`src/hw/rtl/rdlm_pkg.sv`:
```
// ----------------------------------------------------------------------------
// rdlm_pkg
// Types, constants and helper functions shared by the level meter modules.
// ----------------------------------------------------------------------------
`default_nettype none

package rdlm_pkg;

  localparam int WINDOW_SAMPLES_DEF = 512;
  localparam int FIFO_DEPTH         = 4;

  localparam logic signed [15:0] DB_FLOOR_Q8     = -16'sd30720;
  localparam logic [18:0]        TEN_LOG10_2_Q16 = 19'd197283;
  localparam logic [9:0]         LEVEL_MAX       = 10'd1000;

  localparam logic signed [15:0] FLOOR_RST = -16'sd14336;
  localparam logic signed [15:0] LOUD_RST  = -16'sd4608;

  // register indexes (word address)
  localparam logic [1:0] REG_ENABLE = 2'd0;
  localparam logic [1:0] REG_FLOOR  = 2'd1;
  localparam logic [1:0] REG_LOUD   = 2'd2;

  typedef struct packed {
    logic enable;
    logic clear;
  } front_ctl_t;

  typedef struct packed {
    logic               clear_peak;
    logic signed [15:0] floor_db;
    logic signed [15:0] loud_db;
  } back_ctl_t;

  // queue entry: error flag, sample sum, square sum
  function automatic int entry_w(input int n);
    return 1 + 17 + 30 + 2 * $clog2(n + 1);
  endfunction

  // log2 in Q16 with truncated fraction, for elaboration-time constants
  function automatic longint log2_q16_const(input longint x);
    logic [63:0] xx;
    logic [63:0] y;
    longint      r;
    int          p;
    xx = x;
    p  = 63;
    while (p > 0 && xx[p] == 1'b0) p = p - 1;
    if (p >= 31) y = xx >> (p - 31);
    else y = xx << (31 - p);
    r = longint'(p) * 65536;
    for (int i = 15; i >= 0; i--) begin
      y = (y * y) >> 31;
      if (y >= 64'h1_0000_0000) begin
        r = r + (longint'(1) << i);
        y = y >> 1;
      end
    end
    return r;
  endfunction

endpackage

`default_nettype wire

```
`src/hw/rtl/rdlm_front.sv`:
```
// ----------------------------------------------------------------------------
// rdlm_front
// Sample front end: accumulates sum and sum of squares per window and
// queues a job at each window end or read error.
// ----------------------------------------------------------------------------
`default_nettype none

module rdlm_front #(
  parameter int WINDOW_SAMPLES = rdlm_pkg::WINDOW_SAMPLES_DEF
) (
  input  wire                                           clk,
  input  wire                                           rst_n,
  input  rdlm_pkg::front_ctl_t                          ctl,
  input  wire                                           push,
  output logic                                          full,
  input  wire signed [15:0]                             in_sample,
  input  wire                                           in_read_error,
  input  wire                                           q_full,
  output logic                                          q_push,
  output logic [rdlm_pkg::entry_w(WINDOW_SAMPLES)-1:0]  q_data
);
  import rdlm_pkg::*;

  localparam int NB    = $clog2(WINDOW_SAMPLES + 1);
  localparam int SUM_W = 17 + NB;
  localparam int SQ_W  = 30 + NB;
  localparam int CNT_W = $clog2(WINDOW_SAMPLES);
  localparam logic [CNT_W-1:0] LAST = CNT_W'(WINDOW_SAMPLES - 1);

  logic [CNT_W-1:0]        count_r, count_nxt;
  logic signed [SUM_W-1:0] sum_r, sum_nxt;
  logic [SQ_W-1:0]         sq_r, sq_nxt;
  logic                    accept;
  logic signed [31:0]      sprod;

  assign full   = q_full;
  assign accept = push & ~q_full;
  assign sprod  = in_sample * in_sample;

  // accumulate, close the window or flush on error
  always_comb begin
    count_nxt = count_r;
    sum_nxt   = sum_r;
    sq_nxt    = sq_r;
    q_push    = 1'b0;
    q_data    = {1'b1, {SUM_W{1'b0}}, {SQ_W{1'b0}}};
    if (ctl.clear) begin
      count_nxt = '0;
      sum_nxt   = '0;
      sq_nxt    = '0;
    end else if (accept && ctl.enable) begin
      if (in_read_error) begin
        q_push    = 1'b1;
        count_nxt = '0;
        sum_nxt   = '0;
        sq_nxt    = '0;
      end else begin
        sum_nxt = sum_r + SUM_W'(in_sample);
        sq_nxt  = sq_r + SQ_W'(sprod[30:0]);
        if (count_r == LAST) begin
          q_push    = 1'b1;
          q_data    = {1'b0, sum_nxt, sq_nxt};
          count_nxt = '0;
          sum_nxt   = '0;
          sq_nxt    = '0;
        end else begin
          count_nxt = count_r + CNT_W'(1);
        end
      end
    end
  end

  always_ff @(posedge clk) begin
    if (!rst_n) begin
      count_r <= '0;
      sum_r   <= '0;
      sq_r    <= '0;
    end else begin
      count_r <= count_nxt;
      sum_r   <= sum_nxt;
      sq_r    <= sq_nxt;
    end
  end

endmodule

`default_nettype wire

```
`config.mk`:
```
export PLATFORM = sky130hd
export DESIGN_NAME = rdlm_front
export DESIGN_NICKNAME = d
export VERILOG_FILES = /design/src/hw/rtl/rdlm_pkg.sv /design/src/hw/rtl/rdlm_front.sv
export SDC_FILE = /design/constraint.sdc
export NUM_CORES = 1
export LEC_CHECK = 0
export BUFFER_PORTS_ARGS = -buffer_cell sky130_fd_sc_hd__clkbuf_2
export CORE_ASPECT_RATIO = 0.9
export CORE_MARGIN = 8
export CORE_UTILIZATION = 50
export CTS_CLUSTER_DIAMETER = 50
export DETAILED_ROUTE_END_ITERATION = 12
export PLACE_DENSITY = 0.75
export REMOVE_ABC_BUFFERS = 1
export SLEW_MARGIN = 15
export SYNTH_ARGS = -nofsm -noshare
export SYNTH_HDL_FRONTEND = slang
export SYNTH_SLANG_ARGS = --single-unit
```
`constraint.sdc`:
```
create_clock -name clk -period 40.5 [get_ports clk]
set_input_delay 10.125 -clock clk [delete_from_list [all_inputs] [get_ports clk]]
set_output_delay 10.125 -clock clk [all_outputs]
set_load 0.02 [all_outputs]
```
; Word level (Yosys, flattened, before mapping)
; Index checks and enable logic that the tools add are counted.
[word_totals]
register_bits = 76
in_bits = 23
output_inout_bits = 70
[op_classes]
addsub = 3
multipliers = 1
n_eq_ne = 1
muxes = 14
bitwise_logic = 3
n_reduce_logical = 2
[ops]
columns = operator, n
row1 = 2-to-1 mux 68 bit, 4
row2 = 2-to-1 mux 40 bit, 2
row3 = 2-to-1 mux 27 bit, 2
row4 = adder 40 x 31 -> 40 bit, 1
row5 = multiplier 16 x 16 -> 31 bit, 1
row6 = adder 27 x 16 -> 27 bit, 1
row7 = 2-to-1 mux 9 bit, 2
row8 = "adder 9 x 1 -> 9 bit, second input constant", 1
row9 = "== test 9 bit, second input constant", 1
row10 = 2-to-1 mux 1 bit, 4
row11 = NOT 1 bit, 2
row12 = OR reduction 2 bit, 1
row13 = AND 1 bit, 1
row14 = logical AND 1 bit, 1

; Logic depth before layout (Yosys ltp)
[logic_depth]
depth_word = 6
ltp_mapped = 37
ltp_nobuf = 35

; Worst setup path after synthesis
; No wires, ideal clock.
[synth_path]
path_kind = in2out
start = input in_sample[3]
end = output q_data[36] in the netlist's numbering
arrival_ns = 17.897
required_ns = 30.375
slack_ns = 12.478
stages = 34
n_path_buf = 3
cell_sequence = clkbuf_1 clkbuf_1 nand2_1 inv_1 fa_1 inv_1 fa_1 fa_1 fa_1 inv_1 fa_1 inv_1 fa_1 inv_1 ha_1 and3_1 o311ai_1 a31oi_1 nor3b_1 o31ai_1 o21ai_0 nand2b_1 a21oi_1 xnor2_1 ha_1 clkbuf_1 and3_1 nand3_1 or4_1 and3_4 a211oi_2 nor2b_2 or3_1 a21oi_1
[synth_between]
elab_chain_len = 6
[synth_lines]
columns = item, line_no
row1 = from (decl), rdlm_front.sv:16  ; input wire signed [15:0] in_sample,
row2 = multiplier 16 x 16 -> 31 bit, rdlm_front.sv:38  ; assign sprod = in_sample * in_sample;
row3 = adder 40 x 31 -> 40 bit, rdlm_front.sv:59  ; sq_nxt = sq_r + SQ_W'(sprod[30:0]);
row4 = 2-to-1 mux 68 bit, rdlm_front.sv:60  ; if (count_r == LAST) begin
row5 = 2-to-1 mux 68 bit, rdlm_front.sv:52  ; if (in_read_error) begin
row6 = 2-to-1 mux 68 bit, rdlm_front.sv:51  ; end else if (accept && ctl.enable) begin
row7 = 2-to-1 mux 68 bit, rdlm_front.sv:47  ; if (ctl.clear) begin
row8 = to (decl), rdlm_front.sv:20  ; output logic [rdlm_pkg::entry_w(WINDOW_SAMPLES)-1:0] q_data
; Every way passes these cells.

; Final worst setup path
[layout_path]
start = input in_sample[15]
end = output q_data[35] in the netlist's numbering
; Same word-level chain as after synthesis.

==> summary.txt <==
Outcome
  • Outcome: complete, no violations

Worst hold path
  • Endpoint of the worst hold path: sum_r[20]
  • Path type of the worst min-delay path: flip-flop to flip-flop
  • Hold wc startpoint: sum_r[20]
  • Worst hold stages: 2

Cells and area
  • Fillers: about 2800
  • Area growth, synth to finish: 7.518%
  • Nets: roughly 2300
  • Share of cells above drive strength 1: approximately 7.3%
  • Inserted Diodes: 0
  • Reg area: roughly 1500 µm²
  • Multi-input gate area: roughly 12000 µm²

Clocking
  • Clock buffer depth: 2
  • Clk_lat worst skew: about 350 ps
  • # hold bufs at CTS: 0
  • H-tree depth: 3
  • Clock root cell: clkbuf_16
  • Setup bufs post-CTS: 0
  • Total CTS buffers: 9
  • TritonCTS clock tree: built
  • Post-CTS Resized: 0
  • Clk sinks: 76
  • CTS clk-pin slew, worst paths: about 60 ps

Critical path
  • R2R Path End: sum_r[20]
  • Critical Path End Type: output pin
  • CP max stage delay: approximately 500 ps
  • Buf/Inv on CP: 8
  • CP required: slightly above 30000 ps
  • Crit-path max FO: 34
  • Worst path top cell family by delay: adder cells
  • R2r setup slk: ~37000 ps
  • Critical path type: input pin to output pin
  • Slowest cell on crit path: fa_1
  • Reg2reg start: sum_r[0]
  • Worst r2r path cells: 12
  • CP Launch Type: input pin
  • CP arrival: about 19000 ps

Synth
  • Register area share after synthesis: between 10 and 15%
  • Post-Synth Adder-Cell Area: a little over two fifths
  • Cells after Synth: 1820
  • Cell variety after synth: 67
  • Yosys warning total: 0
  • Top cells by area, synth: fa_1 (31%), ha_1 (13%), dfxtp_1 (10%)
  • Share of the synthesized area in the top cell type: between 30% and 40%
  • Cell taking the most area after synthesis: fa_1
  • FF+latch count, synth: 76
  • Commonest cells in the netlist: inv_1 (354), fa_1 (228), nand2_1 (163), nor2_1 (160), ha_1 (151)
  • Primary FF master, synth: dfxtp_1
  • Post-synth EDFFs: 0
  • Largest family of logic cells by synthesized area: adder cells
  • Average size of a mapped cell: approximately 8.2 µm²
  • Count leader, synth: inv_1
  • Mux contribution to synthesized area: less than 1%
  • Synthesized area: between 10000 and 15000 µm²
  • Xor and xnor fraction of the mapped netlist area: ~6.5%
  • Synth Area in Simple Gates: between 15 and 20%
  • Synth Area in Compound Gates: between 10% and 20%
  • Post-synth ARST share: 0%

Route
  • WL met2: approximately 17 mm
  • Drt total wl: between 30 and 40 mm
  • Post-route ant nets: 0
  • DR WL/cell: 16.02 µm
  • First-iteration detailed-routing DRC count: ~700
  • DRC viols: 0
  • Met1 wire length: between 15 and 20 mm
  • Detailed Routing Iterations Pass 1: 5
  • Top Layer Used: met4
  • Via Count: about 12000
  • DR vias/cell: between 5 and 6
  • Met3 routed WL: approximately 2.1 mm

Floorplanning
  • Starting Density: 50.29%
  • DIE AREA: about 36000 µm²
  • Number of I/O pins: 93
  • Row cnt: 60
  • Die height: 179.8 µm
  • Core area: 29650 µm²
  • Die X: just under 200 µm

STA
  • Post-route minimum period: around 29000 ps
  • RSZ-0062 raised after global routing: no
  • Final setup viols: 0
  • Peak Freq: ~0.035 GHz
  • Clk_skew: 14.40 ps
  • Relative slew slack: a little under three fifths
  • Setup TNS Final: 0 ps
  • Worst Tran Pin Value: around 670 ps
  • Final number of hold-violating endpoints: 0
  • Period Utilization, post-route: 71.45%
  • Max-slew violations: 0

Placed design
  • Dpl hpwl: 29.66 mm
  • GP Congestion: 0.9039
  • I/O Buffers: between 90 and 100

GRT
  • Initial antenna violation count: 0
  • First-pass GRT wire length: 62.01 mm
  • GRT overflow: 0
  • Largest net degree at the start of global routing: 55
  • Vias in the first global route: around 13000
  • GRT Overall Usage: between 20% and 30%

Job
  • Max_cap viols: 0
## layer usage
layer | GRT usage [%] | vias to the layer above
met5 | 0 | -
met4 | 5.761 | 0
met3 | 3.099 | 59
met2 | 34.95 | 362
met1 | 27.92 | 6014
li1 | - | 5868
## sequential cells by signal, indices dropped and copies added, names as in the netlist
register	count
sum_r	27
count_r	9
sq_r	40
## how the worst max path moves through the flow
stage,startpoint,end,cells after the start
after floorplan,in_sample[3],q_data[36],29
final,in_sample[15],q_data[35],35
after global placement,in_sample[15],q_data[36],30
after detailed placement,in_sample[15],q_data[35],36
after CTS,in_sample[15],q_data[35],36
after global routing,in_sample[15],q_data[35],36
## cells in the final DEF (no fill, tap or decap), types with 11 or more instances in the layout
cell type	instances
nand2b_1	12
nand2_1	163
o21ai_0	86
a21o_1	39
clkbuf_2	92
dfxtp_1	76
fa_1	228
xnor2_1	72
nor2_1	160
nand3_1	31
xor2_1	39
ha_1	151
a21oi_1	105
o21a_1	12
nor3_1	16
inv_1	354
and2_1	61
o21bai_1	22
nand4_1	11
## worst reg2reg max path: cells and delay by family (launching register included)
family | cells | cell delay, ps
AOI/OAI and AO/OA | 9 | 2080
adders and majority gates | 2 | 620
DFF | 1 | 310
xor gates and xnor gates | 1 | 200
## final cells by class
type,instances,share of cell area [%]
clock buffer,11,1.514
clock inverter,5,0.5229
tap,403,3.145
inverter,355,8.311
multi-input combinational,1327,73.72
timing repair buffer,101,3.293
sequential,76,9.490
## kinds of logic after synthesis
family	count (synthesis)
compound gates	332
xor+xnor	111
fa+ha+maj	379
buf+inv	417
flops	76
mux	1
simple gates	504
## metrics by stage
step | utilization [%] | hold WS (ps) | worst slack, ps | std cells | instance area [µm²]
after floorplan | - | 429.1 | 12860 | 1758 | 14670
after CTS | 54.07 | 454.9 | 11600 | 2278 | 16030
after global routing | 54.07 | 474.5 | 10960 | 2278 | 16030
after detailed placement | 52.97 | 446.4 | 11620 | 2262 | 15710
after global placement | 52.97 | 441.7 | 11870 | 2262 | 15710
final | 54.07 | 450.9 | 11560 | 2278 | 16030
Power is left out: the tool's default activity adds up to more than one toggle a clock period on the data nets, which glitch-free logic cannot reach.
