--- src/hw/rtl/rdlm_pkg.sv ---
// ----------------------------------------------------------------------------
// rdlm_pkg
// Types, constants and helper functions shared by the level meter modules.
// ----------------------------------------------------------------------------
`default_nettype none

package rdlm_pkg;

  localparam int WINDOW_SAMPLES_DEF = 512;
  localparam int FIFO_DEPTH         = 4;

  localparam logic signed [15:0] DB_FLOOR_Q8     = -16'sd30720;
  localparam logic [18:0]        TEN_LOG10_2_Q16 = 19'd197283;
  localparam logic [9:0]         LEVEL_MAX       = 10'd1000;

  localparam logic signed [15:0] FLOOR_RST = -16'sd14336;
  localparam logic signed [15:0] LOUD_RST  = -16'sd4608;

  // register indexes (word address)
  localparam logic [1:0] REG_ENABLE = 2'd0;
  localparam logic [1:0] REG_FLOOR  = 2'd1;
  localparam logic [1:0] REG_LOUD   = 2'd2;

  typedef struct packed {
    logic enable;
    logic clear;
  } front_ctl_t;

  typedef struct packed {
    logic               clear_peak;
    logic signed [15:0] floor_db;
    logic signed [15:0] loud_db;
  } back_ctl_t;

  // queue entry: error flag, sample sum, square sum
  function automatic int entry_w(input int n);
    return 1 + 17 + 30 + 2 * $clog2(n + 1);
  endfunction

  // log2 in Q16 with truncated fraction, for elaboration-time constants
  function automatic longint log2_q16_const(input longint x);
    logic [63:0] xx;
    logic [63:0] y;
    longint      r;
    int          p;
    xx = x;
    p  = 63;
    while (p > 0 && xx[p] == 1'b0) p = p - 1;
    if (p >= 31) y = xx >> (p - 31);
    else y = xx << (31 - p);
    r = longint'(p) * 65536;
    for (int i = 15; i >= 0; i--) begin
      y = (y * y) >> 31;
      if (y >= 64'h1_0000_0000) begin
        r = r + (longint'(1) << i);
        y = y >> 1;
      end
    end
    return r;
  endfunction

endpackage

`default_nettype wire

--- src/hw/rtl/rdlm_fifo.sv ---
// ----------------------------------------------------------------------------
// rdlm_fifo
// Short job queue between the sample front end and the dB back end.
// ----------------------------------------------------------------------------
`default_nettype none

module rdlm_fifo #(
  parameter int WIDTH = 8,
  parameter int DEPTH = rdlm_pkg::FIFO_DEPTH
) (
  input  wire              clk,
  input  wire              rst_n,
  input  wire              wr_en,
  input  wire [WIDTH-1:0]  wr_data,
  output logic             full,
  input  wire              rd_en,
  output logic [WIDTH-1:0] rd_data,
  output logic             empty
);
  import rdlm_pkg::*;

  localparam int AW = $clog2(DEPTH);

  logic [WIDTH-1:0] mem [DEPTH];
  logic [AW-1:0]    wp_r, rp_r;
  logic [AW:0]      cnt_r;
  logic             do_wr, do_rd;

  assign full    = (cnt_r == (AW+1)'(DEPTH));
  assign empty   = (cnt_r == '0);
  assign do_wr   = wr_en & ~full;
  assign do_rd   = rd_en & ~empty;
  assign rd_data = mem[rp_r];

  // store a job
  always_ff @(posedge clk) begin
    if (do_wr) begin
      mem[wp_r] <= wr_data;
    end
  end

  // advance pointers and fill count
  always_ff @(posedge clk) begin
    if (!rst_n) begin
      wp_r  <= '0;
      rp_r  <= '0;
      cnt_r <= '0;
    end else begin
      if (do_wr) wp_r <= (wp_r == AW'(DEPTH - 1)) ? '0 : wp_r + AW'(1);
      if (do_rd) rp_r <= (rp_r == AW'(DEPTH - 1)) ? '0 : rp_r + AW'(1);
      if (do_wr && !do_rd) cnt_r <= cnt_r + (AW+1)'(1);
      else if (do_rd && !do_wr) cnt_r <= cnt_r - (AW+1)'(1);
    end
  end

endmodule

`default_nettype wire

--- config.mk ---
export PLATFORM = sky130hd
export DESIGN_NAME = rdlm_fifo
export DESIGN_NICKNAME = d
export VERILOG_FILES = /design/src/hw/rtl/rdlm_pkg.sv /design/src/hw/rtl/rdlm_fifo.sv
export SDC_FILE = /design/constraint.sdc
export NUM_CORES = 1
export LEC_CHECK = 0
export BUFFER_PORTS_ARGS = -buffer_cell sky130_fd_sc_hd__buf_4
export CAP_MARGIN = 20
export CELL_PAD_IN_SITES_DETAIL_PLACEMENT = 0
export CELL_PAD_IN_SITES_GLOBAL_PLACEMENT = 1
export CORE_AREA = 3 3 69 71
export CTS_BUF_LIST = sky130_fd_sc_hd__clkbuf_4 sky130_fd_sc_hd__clkbuf_8
export DETAILED_ROUTE_END_ITERATION = 16
export DIE_AREA = 0 0 72 74
export PLACE_DENSITY_LB_ADDON = 0.12
export SLEW_MARGIN = 30
export SYNTH_ARGS = -nofsm -noshare
export SYNTH_HDL_FRONTEND = slang
export SYNTH_SLANG_ARGS = --single-unit
--- constraint.sdc ---
create_clock -name clk -period 2.06 [get_ports clk]
set_input_delay 0.309 -clock clk [delete_from_list [all_inputs] [get_ports clk]]
set_output_delay 0.309 -clock clk [all_outputs]
set_load 0.01 [all_outputs]
# == After elaboration in Yosys (flattened, before gate mapping) ==
# Memory sizes are Yosys's and may differ from the RTL's. A register that Yosys moved wholly into a read port is not among the register bits.
# Index checks and enable logic that the tools add are counted.
# word_totals
elab_cells,29
ff_bits,7
mem_bits_ro,0
memories,1
latch_bits,0
mem_bits_rw,32
# memory_table
name,words,width,read_ports,rd_clocked_by_memory_dff,wr,line_no,source
mem,4,8,1,1,1,rdlm_fifo.sv:24,logic [WIDTH-1:0] mem [DEPTH];
# classes
reduce_logical,6
bitwise,4
addsub,4
div,0
multipliers,0
order_cmp,0
n_mux,8
shift,0
eq_ne,3
# op_table
operator,n
$mux W2,4
$mux W3,2
$add A2 B1 Y2 const B,2
$eq A2 B2 Y1 const B,2
$add A3 B1 Y3 const B,1
$eq A3 B3 Y1 const B,1
$logic_not A3 Y1,1
$sub A3 B1 Y3 const B,1
$and A1 B1 Y1,2
$logic_and A1 B1 Y1,2
$logic_not A1 Y1,2
$mux W1,2
$not A1 Y1,2
$reduce_bool A2 Y1,1

# == Longest topological paths before layout ==
# logic_depth
word_depth,7
depth_mapped,9
mapped_depth_nobuf,8

# == Worst setup path before layout ==
# No wires, ideal clock.
# synth_path
path_type,register to register
from,register cnt_r[0]
to,register cnt_r[2]
required_ns,1.984
path_stages_with_launch,8
path_slack_ns,-0.033
period_less_slack_ns,2.093
n_path_buf,0
setup_time_ns,0.076
arrival_ns,2.017
cell_sequence,dfxtp_1 -> o31ai_1 -> ha_1 -> inv_1 -> fa_1 -> xor2_1 -> or3_1 -> a21boi_0
# synth_between
elab_chain_len,6
elab_cells_between_ends,15
classes_between,add/sub: 2; eq/ne: 1; mux: 2; bitwise: 4; reduce/logical: 6
# synth_rtl
element,line_no,source
from (decl),rdlm_fifo.sv:26,logic [AW:0] cnt_r;
from (signal assigned),rdlm_fifo.sv:51,if (do_wr && !do_rd) cnt_r <= cnt_r + (AW+1)'(1);
from (signal assigned),rdlm_fifo.sv:52,else if (do_rd && !do_wr) cnt_r <= cnt_r - (AW+1)'(1);
"parallel branches: the longest is 6 deep, another holds $sub A3 B1 Y3",-,
# Several ways; the timed one is not identified. The select of a mux whose other input is x is not followed.
# A chain may end at the register's enable or synchronous reset.

# == Worst setup path after layout ==
# layout_path
from,register cnt_r[1]
to,register cnt_r[2]
# The elaborated chain is that of the path after synthesis.

==> flow_results.xml <==
<?xml version="1.0" encoding="UTF-8"?>
<metrics>
  <group name="clock_network">
    <metric name="cts.htree.levels" unit="">2</metric>
    <metric name="clkTransAtPathRegs" unit="ns">0.07</metric>
    <metric name="clk-insertion-delay-late" unit="ns">0.28</metric>
    <metric name="cts_tree" unit="">done</metric>
    <metric name="cts_made_buffers" unit="">5</metric>
    <metric name="clock-sinks" unit="">41</metric>
    <metric name="buffer_type_at_the_clock_tree_root" unit="">sky130_fd_sc_hd__clkbuf_8</metric>
    <metric name="max-clock-path-buffers" unit="">2</metric>
  </group>
  <group name="timing">
    <metric name="slew-limit-headroom" unit="%">70.2</metric>
    <metric name="tightest_slew" unit="ns">0.446</metric>
    <metric name="finalCritPeriodShare" unit="%">95.8</metric>
    <metric name="setup_viol" unit="">0</metric>
    <metric name="skew" unit="ns">0.00413</metric>
    <metric name="hold_viol" unit="">0</metric>
    <metric name="finalWorstPathRequiredPeriod" unit="ns">1.97</metric>
    <metric name="fin_setup_tns" unit="ns">0</metric>
    <metric name="final-max-slew-violation-count" unit="">0</metric>
    <metric name="hold_slack" unit="ns">0.223</metric>
    <metric name="fmaxAchievable" unit="MHz">507</metric>
  </group>
  <group name="synthesis">
    <metric name="most_common_flop_cell_mapped_by_yosys" unit="">sky130_fd_sc_hd__edfxtp_1</metric>
    <metric name="synth.avg_cell_area" unit="um^2">17.5</metric>
    <metric name="syn-num-nets" unit="">112</metric>
    <metric name="synth-async-reset-ratio" unit="%">0</metric>
    <metric name="main_combinational_cell_family_by_area_after_synthesis" unit="">multiplexers</metric>
    <metric name="post_synth_and_or_nand_nor_area_fraction" unit="%">6.60</metric>
    <metric name="synth.top_cell.area_share" unit="%">58.9</metric>
    <metric name="post_synthesis_compound_gate_area_fraction" unit="%">1.84</metric>
    <metric name="synth.area.mux_share" unit="%">12.9</metric>
    <metric name="ys_seq_area_share" unit="%">70.0</metric>
    <metric name="ys_ff_latch" unit="">41</metric>
    <metric name="synth-adder-area-share" unit="%">5.83</metric>
    <metric name="post_synth_instance_area" unit="um^2">1630</metric>
    <metric name="synth_enable_flop_cells" unit="">32</metric>
    <metric name="syn_inst" unit="">93</metric>
    <metric name="synth_cell_types" unit="">23</metric>
    <metric name="yosysWarnings" unit="">0</metric>
    <metric name="synthDominantAreaCellType" unit="">sky130_fd_sc_hd__edfxtp_1</metric>
    <metric name="synth_xor_xnor_area_share" unit="%">1.07</metric>
    <metric name="synthTopCellsByArea" unit="">sky130_fd_sc_hd__edfxtp_1, sky130_fd_sc_hd__dfxtp_1, sky130_fd_sc_hd__mux4_2</metric>
  </group>
  <group name="critical_path">
    <metric name="critical_path_class" unit="">reg2reg</metric>
    <metric name="cp.arrival" unit="ns">2.19</metric>
    <metric name="critical_path.slowest_cell" unit="">sky130_fd_sc_hd__fa_1</metric>
    <metric name="worst_r2r_startpoint" unit="">cnt_r[1]$_SDFFE_PN0P_</metric>
    <metric name="endpoint_of_the_worst_register_to_register_path" unit="">cnt_r[2]$_SDFFE_PN0P_</metric>
    <metric name="cp-endpoint" unit="">cnt_r[2]$_SDFFE_PN0P_</metric>
    <metric name="cp_max_fo" unit="">5</metric>
    <metric name="worst-endpoint-required" unit="ns">2.27</metric>
    <metric name="crit_path_cell_trace" unit="">o31ai_2 &gt; ha_2 &gt; inv_1 &gt; fa_1 &gt; xor2_1 &gt; or3_1 &gt; a21boi_1</metric>
    <metric name="crit_path_start" unit="">cnt_r[1]$_SDFFE_PN0P_</metric>
    <metric name="ff2ff_path_depth" unit="">7</metric>
    <metric name="regToRegSetupSlack" unit="ns">0.09</metric>
    <metric name="end_kind" unit="">register</metric>
    <metric name="cp_max_stage_delay" unit="ns">0.37</metric>
    <metric name="critical_path.startpoint_type" unit="">register</metric>
  </group>
  <group name="route">
    <metric name="drt_first_pass_iters" unit="">4</metric>
    <metric name="initialDrtViolationCount" unit="">22</metric>
    <metric name="viasPerCell" unit="">4.79</metric>
    <metric name="vias" unit="">839</metric>
    <metric name="drt.antenna.violating_nets" unit="">0</metric>
    <metric name="dr_wl_cell" unit="um">14.8</metric>
    <metric name="residual_drc_count" unit="">0</metric>
    <metric name="wirelength" unit="mm">2.59</metric>
  </group>
  <group name="grt">
    <metric name="sum_of_overflow_across_all_layers_after_global_routing" unit="">0</metric>
    <metric name="grt_antenna_before_repair" unit="">0</metric>
    <metric name="first_global_vias" unit="">870</metric>
    <metric name="grtUsageTotal" unit="%">10.7</metric>
    <metric name="grt_first_pass_wirelength" unit="mm">4.05</metric>
    <metric name="largest_net_degree_at_the_start_of_global_routing" unit="">13</metric>
  </group>
  <group name="die">
    <metric name="io-pin-count" unit="">22</metric>
    <metric name="start_util" unit="%">38.0</metric>
    <metric name="die_area" unit="um^2">5330</metric>
    <metric name="num_rows" unit="">24</metric>
    <metric name="die-width" unit="um">72</metric>
    <metric name="core_area" unit="um^2">4290</metric>
    <metric name="floorplan.die.height" unit="um">74</metric>
  </group>
  <group name="placement">
    <metric name="placement.cell_area" unit="um^2">1870</metric>
    <metric name="portBuffers" unit="">21</metric>
    <metric name="hpwl_reported_at_the_end_of_detailed_placement" unit="mm">1.83</metric>
    <metric name="place.gp.congestion" unit="">0.695</metric>
  </group>
  <group name="final_layout">
    <metric name="post-route-util" unit="%">45.9</metric>
    <metric name="antennaDiodeCount" unit="">0</metric>
    <metric name="postLayoutCellArea" unit="um^2">1970</metric>
    <metric name="drive_gt1_share" unit="%">39.0</metric>
    <metric name="num-fill-cells" unit="">379</metric>
    <metric name="final_nets" unit="">141</metric>
    <metric name="syn2layout_area_growth" unit="%">20.9</metric>
  </group>
  <group name="power">
    <metric name="report.power.total" unit="mW">2.26</metric>
    <metric name="p_leak" unit="nW">0.722</metric>
    <metric name="vdd_drop_max" unit="uV">559</metric>
    <metric name="power.density" unit="nW/um^2">1150</metric>
  </group>
  <group name="min_path">
    <metric name="holdCritPathClass" unit="">in2reg</metric>
  </group>
  <group name="flow_run">
    <metric name="max-cap-violations" unit="">0</metric>
  </group>
  <group name="run_status">
    <metric name="run_status" unit="">complete, no violations</metric>
  </group>
</metrics>
==> cells in the final DEF (no fill, tap or decap), types with 2 or more instances in the layout <==
cell / netlist / final
sky130_fd_sc_hd__edfxtp_1: 32 / 32
sky130_fd_sc_hd__buf_4: 0 / 26
sky130_fd_sc_hd__mux4_2: 8 / 8
sky130_fd_sc_hd__nand2_1: 6 / 6
sky130_fd_sc_hd__dfxtp_1: 9 / 6
sky130_fd_sc_hd__and2_1: 5 / 5
sky130_fd_sc_hd__ha_1: 6 / 5
sky130_fd_sc_hd__clkbuf_8: 0 / 5
sky130_fd_sc_hd__inv_1: 3 / 3
sky130_fd_sc_hd__mux2i_1: 3 / 3
sky130_fd_sc_hd__o21ai_0: 3 / 3
sky130_fd_sc_hd__dfxtp_2: 0 / 3
sky130_fd_sc_hd__nor2b_1: 2 / 2
sky130_fd_sc_hd__nor2_1: 2 / 2
sky130_fd_sc_hd__nand3_1: 2 / 2
sky130_fd_sc_hd__clkinv_2: 0 / 2
==> logic make-up (layout without fill, tap and decap cells) <==
logic type,count (synthesis),after routing
DFF,41,41
and+or+nand+nor,20,20
muxes,11,11
adders and majority gates,7,7
buffers and inverters,7,37
AOI/OAI and AO/OA,5,5
xor gates and xnor gates,2,2
==> how the worst min path moves through the flow <==
stage	start	end	slack, ns	depth (start not counted)
finish	wr_data[0]	mem[1][0]$_DFFE_PP_	0.22	1
global route	wr_data[0]	mem[3][0]$_DFFE_PP_	0.21	1
CTS	wr_data[0]	mem[1][0]$_DFFE_PP_	0.21	1
detailed placement	wp_r[1]$_SDFFE_PN0P_	wp_r[1]$_SDFFE_PN0P_	0.51	2
global placement	wp_r[1]$_SDFFE_PN0P_	wp_r[1]$_SDFFE_PN0P_	0.49	2
floorplan	wr_data[0]	mem[0][0]$_DFFE_PP_	0.41	0
==> layer usage <==
| metal | GRT usage, % | share of wire, % | routed length, um | vias up |
|---|---|---|---|---|
| met5 | 0 | 0 | 0 | - |
| met4 | 4.38 | 0.58 | 15 | 0 |
| met3 | 4.05 | 5.5 | 143 | 2 |
| met2 | 18.5 | 53 | 1370 | 27 |
| met1 | 12.0 | 41 | 1060 | 403 |
| li1 | - | - | - | 407 |
==> cells in the mapped netlist, types with 3 or more instances <==
cell type	instances
sky130_fd_sc_hd__mux4_2	8
sky130_fd_sc_hd__inv_1	3
sky130_fd_sc_hd__mux2i_1	3
sky130_fd_sc_hd__dfxtp_1	9
sky130_fd_sc_hd__ha_1	6
sky130_fd_sc_hd__nand2_1	6
sky130_fd_sc_hd__edfxtp_1	32
sky130_fd_sc_hd__and2_1	5
sky130_fd_sc_hd__o21ai_0	3
==> power breakdown <==
group	leakage, nW	switching [mW]	total [mW]	internal (mW)
combinational	0.305	0.297	0.672	0.375
clock	0.0484	0.246	0.494	0.248
sequential	0.368	0.0745	1.10	1.02
total	0.722	0.618	2.26	1.65
==> flip-flops by register name, summed over array words and instances, names as in the netlist, named ones only <==
name and count:
wp_r 2, cnt_r 3, rp_r 2, mem 32
==> worst max-delay path: cells and delay by family, from the launching register on <==
family / cells / cell delay, ns
AOI/OAI and AO/OA: 2 / 0.43
xor gates and xnor gates: 1 / 0.16
adders and majority gates: 2 / 0.61
buffers and inverters: 1 / 0.05
DFF: 1 / 0.36
and+or+nand+nor: 1 / 0.30
==> cell type report <==
type | instances | area [um^2] | share of cell area (%)
Timing Repair Buffer | 26 | 195 | 9.90
Clock buffer | 6 | 76.3 | 3.87
Tap cell | 52 | 65.1 | 3.30
Multi-Input combinational cell | 45 | 468 | 23.7
Inverter | 3 | 11.3 | 0.571
Clock inverter | 2 | 10.0 | 0.508
Sequential cell | 41 | 1140 | 58.1
==> through the flow <==
stage / instances / worst slack (ns)
2_1_floorplan: 93 / 0.0293
3_3_place_gp: 166 / 0.119
3_5_place_dp: 166 / 0.0327
4_1_cts: 174 / 0.0379
5_1_grt: 175 / -0.0116
6_report: 175 / 0.0858
==> timing repair <==
| item | 4_1_cts | 5_1_grt |
|---|---|---|
| setup buffers | 0 | 1 |
| hold buffers | 0 | 0 |
| setup endpoints to repair | 0 | 1 |
| gates resized for setup | 0 | 5 |
Note: power is estimated with default switching activity, not from simulation.
