[src/hw/rtl/rdlm_pkg.sv]
// ----------------------------------------------------------------------------
// rdlm_pkg
// Types, constants and helper functions shared by the level meter modules.
// ----------------------------------------------------------------------------
`default_nettype none

package rdlm_pkg;

  localparam int WINDOW_SAMPLES_DEF = 512;
  localparam int FIFO_DEPTH         = 4;

  localparam logic signed [15:0] DB_FLOOR_Q8     = -16'sd30720;
  localparam logic [18:0]        TEN_LOG10_2_Q16 = 19'd197283;
  localparam logic [9:0]         LEVEL_MAX       = 10'd1000;

  localparam logic signed [15:0] FLOOR_RST = -16'sd14336;
  localparam logic signed [15:0] LOUD_RST  = -16'sd4608;

  // register indexes (word address)
  localparam logic [1:0] REG_ENABLE = 2'd0;
  localparam logic [1:0] REG_FLOOR  = 2'd1;
  localparam logic [1:0] REG_LOUD   = 2'd2;

  typedef struct packed {
    logic enable;
    logic clear;
  } front_ctl_t;

  typedef struct packed {
    logic               clear_peak;
    logic signed [15:0] floor_db;
    logic signed [15:0] loud_db;
  } back_ctl_t;

  // queue entry: error flag, sample sum, square sum
  function automatic int entry_w(input int n);
    return 1 + 17 + 30 + 2 * $clog2(n + 1);
  endfunction

  // log2 in Q16 with truncated fraction, for elaboration-time constants
  function automatic longint log2_q16_const(input longint x);
    logic [63:0] xx;
    logic [63:0] y;
    longint      r;
    int          p;
    xx = x;
    p  = 63;
    while (p > 0 && xx[p] == 1'b0) p = p - 1;
    if (p >= 31) y = xx >> (p - 31);
    else y = xx << (31 - p);
    r = longint'(p) * 65536;
    for (int i = 15; i >= 0; i--) begin
      y = (y * y) >> 31;
      if (y >= 64'h1_0000_0000) begin
        r = r + (longint'(1) << i);
        y = y >> 1;
      end
    end
    return r;
  endfunction

endpackage

`default_nettype wire

[src/hw/rtl/rdlm_back.sv]
// ----------------------------------------------------------------------------
// rdlm_back
// dB back end: variance, Q16 log2, dBFS scaling, level mapping, peak
// tracking and the result register.
// ----------------------------------------------------------------------------
`default_nettype none

module rdlm_back #(
  parameter int WINDOW_SAMPLES = rdlm_pkg::WINDOW_SAMPLES_DEF
) (
  input  wire                                          clk,
  input  wire                                          rst_n,
  input  rdlm_pkg::back_ctl_t                          ctl,
  input  wire                                          q_empty,
  input  wire [rdlm_pkg::entry_w(WINDOW_SAMPLES)-1:0]  q_data,
  output logic                                         q_pop,
  output logic                                         empty,
  input  wire                                          pop,
  output logic [9:0]                                   out_level,
  output logic [9:0]                                   out_peak,
  output logic signed [15:0]                           out_dbfs_q8
);
  import rdlm_pkg::*;

  localparam int NB    = $clog2(WINDOW_SAMPLES + 1);
  localparam int SUM_W = 17 + NB;
  localparam int SQ_W  = 30 + NB;
  localparam int MAG_W = 15 + NB;
  localparam int M_W   = 30 + 2 * NB;
  localparam int EW    = entry_w(WINDOW_SAMPLES);
  localparam int EXP_W = $clog2(M_W);
  localparam logic signed [23:0] LOG_OFS =
    24'(2 * log2_q16_const(longint'(WINDOW_SAMPLES)) + 30 * 65536);

  localparam logic [3:0] S_IDLE  = 4'd0;
  localparam logic [3:0] S_MULN  = 4'd1;
  localparam logic [3:0] S_SUBM  = 4'd2;
  localparam logic [3:0] S_NORM  = 4'd3;
  localparam logic [3:0] S_LOG   = 4'd4;
  localparam logic [3:0] S_LDIFF = 4'd5;
  localparam logic [3:0] S_SCALE = 4'd6;
  localparam logic [3:0] S_ROUND = 4'd7;
  localparam logic [3:0] S_MAP   = 4'd8;
  localparam logic [3:0] S_DIV   = 4'd9;
  localparam logic [3:0] S_OUT   = 4'd10;

  logic [3:0]              state_r, state_nxt;
  logic [M_W-1:0]          acc_r, acc_nxt, sqs_r, sqs_nxt, sq2_r, sq2_nxt, m_r, m_nxt;
  logic [NB-1:0]           nsh_r, nsh_nxt;
  logic [MAG_W-1:0]        mag_r, mag_nxt;
  logic [EXP_W-1:0]        exp_r, exp_nxt;
  logic [15:0]             frac_r, frac_nxt;
  logic [31:0]             y_r, y_nxt;
  logic [3:0]              cnt_r, cnt_nxt;
  logic signed [23:0]      l_r, l_nxt;
  logic signed [43:0]      prod_r, prod_nxt;
  logic signed [15:0]      db_r, db_nxt;
  logic [27:0]             rem_r, rem_nxt, dv_r, dv_nxt;
  logic [9:0]              q_r, q_nxt, level_r, level_nxt, peak_r, peak_nxt;
  logic                    ov_r, ov_nxt;
  logic [9:0]              olev_r, olev_nxt, opeak_r, opeak_nxt;
  logic signed [15:0]      odb_r, odb_nxt;

  logic                    h_err;
  logic signed [SUM_W-1:0] h_sum, h_abs;
  logic [SQ_W-1:0]         h_sq;
  logic [63:0]             ysq;
  logic [32:0]             yt;
  logic signed [19:0]      kscale;
  logic                    pneg;
  logic [43:0]             pabs;
  logic [19:0]             rq;
  logic signed [20:0]      dsg;
  logic signed [16:0]      den, num;
  logic [9:0]              newpk;

  assign h_err  = q_data[EW-1];
  assign h_sum  = $signed(q_data[SQ_W +: SUM_W]);
  assign h_sq   = q_data[SQ_W-1:0];
  assign h_abs  = h_sum[SUM_W-1] ? -h_sum : h_sum;
  assign ysq    = y_r * y_r;
  assign yt     = ysq[63:31];
  assign kscale = $signed({1'b0, TEN_LOG10_2_Q16});
  assign pneg   = prod_r[43];
  assign pabs   = pneg ? 44'(-prod_r) : 44'(prod_r);
  assign rq     = 20'((pabs + 44'(1 << 23)) >> 24);
  assign dsg    = pneg ? -$signed({1'b0, rq}) : $signed({1'b0, rq});
  assign den    = 17'(ctl.loud_db) - 17'(ctl.floor_db);
  assign num    = 17'(db_r) - 17'(ctl.floor_db);
  assign newpk  = (level_r > peak_r) ? level_r : peak_r;

  assign empty       = ~ov_r;
  assign out_level   = olev_r;
  assign out_peak    = opeak_r;
  assign out_dbfs_q8 = odb_r;

  // job sequencer
  always_comb begin
    state_nxt = state_r;
    acc_nxt   = acc_r;
    sqs_nxt   = sqs_r;
    sq2_nxt   = sq2_r;
    m_nxt     = m_r;
    nsh_nxt   = nsh_r;
    mag_nxt   = mag_r;
    exp_nxt   = exp_r;
    frac_nxt  = frac_r;
    y_nxt     = y_r;
    cnt_nxt   = cnt_r;
    l_nxt     = l_r;
    prod_nxt  = prod_r;
    db_nxt    = db_r;
    rem_nxt   = rem_r;
    dv_nxt    = dv_r;
    q_nxt     = q_r;
    level_nxt = level_r;
    peak_nxt  = peak_r;
    ov_nxt    = ov_r;
    olev_nxt  = olev_r;
    opeak_nxt = opeak_r;
    odb_nxt   = odb_r;
    q_pop     = 1'b0;

    if (pop && ov_r) ov_nxt = 1'b0;

    unique case (state_r)
      S_IDLE: begin
        if (!q_empty) begin
          q_pop = 1'b1;
          if (h_err) begin
            level_nxt = '0;
            db_nxt    = DB_FLOOR_Q8;
            state_nxt = S_OUT;
          end else begin
            sqs_nxt   = M_W'(h_sq);
            acc_nxt   = '0;
            nsh_nxt   = NB'(WINDOW_SAMPLES);
            mag_nxt   = h_abs[MAG_W-1:0];
            state_nxt = S_MULN;
          end
        end
      end
      // N * square_sum by shift and add, one bit of N a cycle
      S_MULN: begin
        sq2_nxt = M_W'(mag_r) * M_W'(mag_r);
        if (nsh_r[0]) acc_nxt = acc_r + sqs_r;
        sqs_nxt = sqs_r << 1;
        nsh_nxt = nsh_r >> 1;
        if ((nsh_r >> 1) == '0) state_nxt = S_SUBM;
      end
      S_SUBM: begin
        m_nxt     = acc_r - sq2_r;
        exp_nxt   = EXP_W'(M_W - 1);
        state_nxt = S_NORM;
      end
      // normalize one bit a cycle to find the msb
      S_NORM: begin
        if (m_r == '0) begin
          db_nxt    = DB_FLOOR_Q8;
          state_nxt = S_MAP;
        end else if (m_r[M_W-1]) begin
          y_nxt     = m_r[M_W-1 -: 32];
          frac_nxt  = '0;
          cnt_nxt   = 4'd15;
          state_nxt = S_LOG;
        end else begin
          m_nxt   = m_r << 1;
          exp_nxt = exp_r - EXP_W'(1);
        end
      end
      // one fraction bit per squaring of the mantissa
      S_LOG: begin
        if (yt[32]) begin
          frac_nxt[cnt_r] = 1'b1;
          y_nxt           = yt[32:1];
        end else begin
          y_nxt = yt[31:0];
        end
        if (cnt_r == 4'd0) state_nxt = S_LDIFF;
        else cnt_nxt = cnt_r - 4'd1;
      end
      S_LDIFF: begin
        l_nxt     = $signed(24'({exp_r, frac_r})) - LOG_OFS;
        state_nxt = S_SCALE;
      end
      S_SCALE: begin
        prod_nxt  = l_r * kscale;
        state_nxt = S_ROUND;
      end
      // round half away from zero, clamp to [-120 dB, 0]
      S_ROUND: begin
        if (dsg < 21'(DB_FLOOR_Q8)) db_nxt = DB_FLOOR_Q8;
        else if (dsg > 21'sd0) db_nxt = '0;
        else db_nxt = 16'(dsg);
        state_nxt = S_MAP;
      end
      S_MAP: begin
        state_nxt = S_OUT;
        if (den <= 17'sd0) begin
          level_nxt = (db_r >= ctl.loud_db) ? LEVEL_MAX : '0;
        end else if (num <= 17'sd0) begin
          level_nxt = '0;
        end else if (num >= den) begin
          level_nxt = LEVEL_MAX;
        end else begin
          rem_nxt   = 28'(num[15:0]) * 28'd2000 + 28'(den[15:0]);
          dv_nxt    = 28'({den[15:0], 10'b0});
          q_nxt     = '0;
          cnt_nxt   = 4'd9;
          state_nxt = S_DIV;
        end
      end
      // restoring divide, one quotient bit a cycle
      S_DIV: begin
        if (rem_r >= dv_r) begin
          rem_nxt        = rem_r - dv_r;
          q_nxt[cnt_r]   = 1'b1;
        end
        dv_nxt = dv_r >> 1;
        if (cnt_r == 4'd0) begin
          level_nxt = q_nxt;
          state_nxt = S_OUT;
        end else begin
          cnt_nxt = cnt_r - 4'd1;
        end
      end
      // hold until the result register is free
      S_OUT: begin
        if (!ov_r || pop) begin
          peak_nxt  = newpk;
          ov_nxt    = 1'b1;
          olev_nxt  = level_r;
          opeak_nxt = newpk;
          odb_nxt   = db_r;
          state_nxt = S_IDLE;
        end
      end
      default: state_nxt = S_IDLE;
    endcase

    if (ctl.clear_peak) peak_nxt = '0;
  end

  always_ff @(posedge clk) begin
    if (!rst_n) begin
      state_r <= S_IDLE;
      ov_r    <= 1'b0;
      peak_r  <= '0;
    end else begin
      state_r <= state_nxt;
      ov_r    <= ov_nxt;
      peak_r  <= peak_nxt;
    end
  end

  always_ff @(posedge clk) begin
    acc_r   <= acc_nxt;
    sqs_r   <= sqs_nxt;
    sq2_r   <= sq2_nxt;
    m_r     <= m_nxt;
    nsh_r   <= nsh_nxt;
    mag_r   <= mag_nxt;
    exp_r   <= exp_nxt;
    frac_r  <= frac_nxt;
    y_r     <= y_nxt;
    cnt_r   <= cnt_nxt;
    l_r     <= l_nxt;
    prod_r  <= prod_nxt;
    db_r    <= db_nxt;
    rem_r   <= rem_nxt;
    dv_r    <= dv_nxt;
    q_r     <= q_nxt;
    level_r <= level_nxt;
    olev_r  <= olev_nxt;
    opeak_r <= opeak_nxt;
    odb_r   <= odb_nxt;
  end

endmodule

`default_nettype wire

[config.mk]
export PLATFORM = sky130hd
export DESIGN_NAME = rdlm_back
export DESIGN_NICKNAME = d
export VERILOG_FILES = /design/src/hw/rtl/rdlm_pkg.sv /design/src/hw/rtl/rdlm_back.sv
export SDC_FILE = /design/constraint.sdc
export NUM_CORES = 2
export LEC_CHECK = 0
export BUFFER_PORTS_ARGS = -buffer_cell sky130_fd_sc_hd__buf_2
export CAP_MARGIN = 20
export CORE_ASPECT_RATIO = 1.1
export CORE_MARGIN = 2
export CORE_UTILIZATION = 45
export DETAILED_ROUTE_END_ITERATION = 7
export PLACE_DENSITY_LB_ADDON = 0.2
export SYNTH_ARGS = -nofsm -noshare
export SYNTH_HDL_FRONTEND = slang
export SYNTH_SLANG_ARGS = --single-unit
export TNS_END_PERCENT = 1
[constraint.sdc]
create_clock -name clk -period 9 [get_ports clk]
set_input_delay 0.9 -clock clk [delete_from_list [all_inputs] [get_ports clk]]
set_output_delay 0.9 -clock clk [all_outputs]
set_load 0.02 [all_outputs]
======== After elaboration in Yosys (flattened, before gate mapping) ========
Cells that the tools add are included.
storage, ports and cells
  bits in read-only memories .............. 0
  register bits ........................... 503
  memories ................................ 0
  output and inout bits ................... 38
  RAM bits ................................ 0
  bits in latches ......................... 0
  word-level logic and storage cells ...... 200
  input bits .............................. 105
cells by class
  bitwise logic cells ..................... 6
  $add $sub $neg .......................... 13
  $mul .................................... 4
  reductions and logical operators ........ 31
  magnitude comparators ................... 10
  equality and inequality tests ........... 30
  div/mod/pow operators ................... 0
  shift-type cells ........................ 0
  multiplexer cells ....................... 82
operator list
  cell                    count
  $mux 50                 7
  $pmux 50 s2             3
  $mux 28                 7
  $mux 10                 14
  $mux 16                 8
  $pmux 28 s2             2
  $mux 32                 3
  $mul 32x32->64          1
  $pmux 32 s2             1
  $mux 4                  14
  $add 50x50->50          1
  $logic_not 50->1        1
  $mul 25x25->50          1
  $sub 50x50->50          1
  $pmux 16 s3             1
  $add 44x24->44 const B  1
  $mux 44                 1
  $neg 44->44             1
  $pmux 4 s11             1
  $mul 23x19->42 const B  1
  $pmux 10 s2             2
  $ne 2x2->1 const B      18
  $le 17x1->1 const B     2
  $sub 16x16->17          2
  other kinds (49)        82

======== Depth between registers and ports, before layout ========
  word-level depth ........................ 9
  gate-level depth with buffers ........... 34
  depth with buffers taken out ............ 34

======== Worst setup path after synthesis ========
No wires, ideal clock.
  kind .................................... reg2reg
  start ................................... reg y_r[13]
  end ..................................... reg frac_r[0] (enable)
  data arrival time ....................... 9.091 ns
  cell stages (with the launch flop) ...... 33
  buffers on the path ..................... 4
  clock period less this slack ............ 9.503 ns
  setup slack ............................. -0.503 ns
  library setup time ...................... 0.411 ns
  data required time ...................... 8.589 ns
  cell sequence ........................... edfxtp_1 clkbuf_1 clkbuf_1 and2_1 fa_1 inv_1 fa_1 inv_1 fa_1 inv_1 fa_1 inv_1 fa_1 fa_1 fa_1 inv_1 fa_1 inv_1 ha_1 and4_1 o211a_1 a211oi_1 a21oi_1 nand4_1 o22ai_1 a21oi_1 o31a_1 a21oi_1 mux2i_1 nand2_1 clkbuf_1 clkbuf_1 o21ai_0
between the ends
  word-level cells in the longest chain between the ends .. 3
RTL lines
  element                     line              source
  start, declared             rdlm_back.sv:53   logic [31:0] y_r, y_nxt;
  start signal, assigned      rdlm_back.sv:265  y_r <= y_nxt;
  $mul 32x32->64              rdlm_back.sv:81   assign ysq = y_r * y_r;
  $ne 2x2->1 (no line)        -
  $reduce_and 4->1 (no line)  -
  end signal, assigned        rdlm_back.sv:264  frac_r <= frac_nxt;
  end, declared               rdlm_back.sv:52   logic [15:0] frac_r, frac_nxt;
Every way passes these cells.
A chain may end at the register's enable or synchronous reset.

======== Final worst setup path ========
  start ................................... reg y_r[9]
  end ..................................... reg y_r[6], data pin
between the ends
  word-level cells in the longest chain between the ends .. 3
RTL lines
  element             line              source
  $mul 32x32->64      rdlm_back.sv:81
  $mux 32             rdlm_back.sv:173  if (yt[32]) begin
  $pmux 32 s2         rdlm_back.sv:126  unique case (state_r)
  named net y_nxt[6]  rdlm_back.sv:53
The timed path passes the listed nets, and every way through them passes these cells.

==> summary.txt <==
Critical path
  • Worst setup path start: y_r[9]
  • R2r startpoint: y_r[9]
  • R2R Setup Slk: 210 ps
  • CP dominant cell by count: fa_1
  • CP arrival: 9220 ps
  • CP startpoint kind: flip-flop
  • Worst r2r dst: y_r[6]
  • CP required: 9420 ps
  • Critical path class: reg2reg
  • Worst path slowest cell: fa_1
  • Crit-path leading delay family: adder cells
  • Bufs and invs on worst path: 10
  • CP endpoint kind: flip-flop
  • Critical path's largest stage delay: 570 ps
  • FF-to-FF path depth: 33
  • Worst Path Max Fanout: 6

CTS
  • CTS H-tree depth: 3
  • Post-cts hold buffer count: 0
  • Clock tree from TritonCTS: built
  • Sink Count: 498
  • Clock Latency Late Sink: 680 ps
  • CTS max path bufs: 3
  • Clock-pin slew on the worst setup and hold paths: 60 ps
  • Root Driver: clkbuf_16
  • CTS Buf Count: 66

STA
  • Crit share post-route: 0.977
  • Hold_ws: 417 ps
  • Final Hold Fails: 0
  • # setup viols final: 0
  • Slew @ Worst Pin: 1030 ps
  • RSZ-0062 raised after global routing: yes
  • Tmin final: 8790 ps
  • Clk_skew: 34.2 ps
  • FMAX: 114 MHz
  • Rel. slew slack: 0.305
  • Max-slew violations: 0

Synthesis
  • Post-synth EDFFs: 483
  • Post-synth net total: 11484
  • Cell Area, Synth: 86100 um^2
  • Area fraction of the dominant cell type after synthesis: 0.328
  • Synth top area cells: fa_1, edfxtp_1, ha_1, inv_1, nand2_1
  • Syn Area/Cell: 9.54 um^2
  • Post-synth cell types: 103
  • Top FF cell, synth: edfxtp_1
  • Synth Warn #: 0
  • Cells after Synth: 9025
  • Seq cells post-synth: 498
  • Sequential fraction of the synthesis area: 0.172
  • Area leader, netlist: fa_1
  • Async set-reset flop share out of synthesis: 0

Detailed routing
  • DR vias: 62286
  • Drt wl/cell: 19.0 um
  • Post-Route WL: 229000 um
  • Drt drc: 0
  • Iter 0 DRT Violations: 3352
  • Antenna Nets Post-Route: 0
  • Via/cell ratio: 5.17
  • DRT Pass-1 Iters: 6

Finish
  • Most frequent cells in the layout: inv_1, fa_1, ha_1
  • Most common cell after layout, fill and taps aside: inv_1
  • Share of cells above drive strength 1: 0.0919
  • Nets@finish: 11909
  • Post-route design area: 95700 um^2
  • Area delta synth->final: 11.2%

Place
  • Post-detail-place hpwl: 194000 um
  • GPL Wtd Cong: 0.931
  • I/O Buffers: 141
  • DP Area: 93000 um^2

Global routing
  • Largest net degree at the start of global routing: 93
  • Vias in the first global route: 68121
  • Global route total overflow: 0
  • Global-route wire length before repair: 370000 um
  • Gr usage total: 0.239
  • Initial antenna violation count: 10

Die
  • Die Ht: 463 um
  • IO Count: 143
  • Die W: 421 um
  • Area of the core: 190000 um^2
  • Initial Util: 0.452
  • Die ar.: 195000 um^2
  • # rows: 168

Flow run
  • Maxcap violations: 0

Hold path
  • Hold Path Class: in2reg
  • Hold Path Stages: 1
  • Hold worst-path end: mag_r[0]
  • HP Start: q_data[40]

Outcome
  • Outcome: finished clean
worst register-to-register path, delay by kind of cell (launching register included):
kind                     cells  cell delay [ps]
AO/OA/AOI/OAI                8             1720
adder cells (fa/ha/maj)      9             4010
buffers and inverters       10             1390
flip-flops                   1              420
multiplexers                 1              270
AND/OR/NAND/NOR              5              730
registers in the layout, indices dropped and copies added (netlist names), 10 cells and up:
name	flops
sqs_r	50
l_r	23
peak_r	10
q_r	10
mag_r	25
prod_r	42
out_dbfs_q8	16
out_peak	10
rem_r	28
acc_r	50
level_r	10
out_level	10
sq2_r	49
frac_r	16
db_r	16
y_r	32
m_r	50
dv_r	26
nsh_r	10
cell usage after synthesis (8+ instances only):
master       n
clkbuf_1   247
o221ai_1     8
a211o_1     14
o21ai_0    278
nand2b_1    58
nor2_1     401
a21oi_1    304
nand2_1    772
inv_1     2095
a21boi_0    20
dfxtp_1     15
o31ai_1     37
a31o_2      20
and2_1     383
fa_1      1409
nor3_1      95
and4_1      16
o211ai_1    25
xnor2_1    270
edfxtp_1   483
a221o_1     16
or2_2       25
nor4_1      42
a41oi_1      9
o22ai_1     10
a31oi_1     57
nand3b_1    43
mux2i_1     29
xor2_1     150
nor2b_1     67
a21o_1     163
buf_1        9
a211oi_1    30
and3_1      63
nand3_1     82
o41ai_1      9
nand4_1     43
o21bai_1    32
o21a_1      59
or4_1       10
ha_1       945
o31a_1      11
or3_1       25
routing by layer:
metal	up-vias	GRT usage	wire [um]
li1	29481	-	-
met1	31151	0.293	93400
met2	1300	0.433	117000
met3	348	0.0232	8750
met4	6	0.0881	9380
met5	-	0	43
per-stage QoR:
stage | utilization | std cells | TNS (ps) | setup WS [ps]
after floorplan | - | 9025 | 0 | 227
after global placement | 0.488 | 11916 | -20890 | -764
after detailed placement | 0.488 | 11917 | -21490 | -794
after CTS | 0.501 | 12040 | -11.3 | -11.3
after global routing | 0.503 | 12055 | -268 | -29.8
final | 0.503 | 12058 | 0 | 206
cell type report:
cell class              count  area, um^2
flip-flops and latches    498       14800
clock buffers              81        1760
fillers                 17698       94700
inverters                2104        7900
repair buffers            618        4840
clock inverters            40         485
diodes                      5        12.5
multi-input cells        6162       62700
well taps                2550        3190
logic make-up (layout without fill, tap and decap cells):
logic type               after synthesis  after routing  share of synthesized area
AO/OA/AOI/OAI                       1185           1185                     0.0893
multiplexers                          33             33                    0.00389
AND/OR/NAND/NOR                     2166           2166                      0.123
flip-flops                           498            498                      0.172
adder cells (fa/ha/maj)             2358           2358                      0.465
XOR/XNOR                             420            420                     0.0427
buffers and inverters               2365           2843                      0.103
other                                  0              5                          0
worst max-delay path by stage:
| stage | endpoint | cells past startpoint |
|---|---|---|
| 2_1_floorplan | frac_r[0] | 32 |
| 3_3_place_gp | y_r[20] | 31 |
| 3_5_place_dp | y_r[20] | 31 |
| 4_1_cts | y_r[15] | 35 |
| 5_1_grt | y_r[27] | 32 |
| 6_report | y_r[6] | 33 |
repair_timing:
item	in CTS	in global routing
setup buffers	2	10
pin swaps	8	27
gates cloned	0	4
resized for setup	14	50
endpoints found under the setup margin	48	48
Power is left out: the tool's default activity adds up to more than one toggle a clock period on the data nets, which glitch-free logic cannot reach.
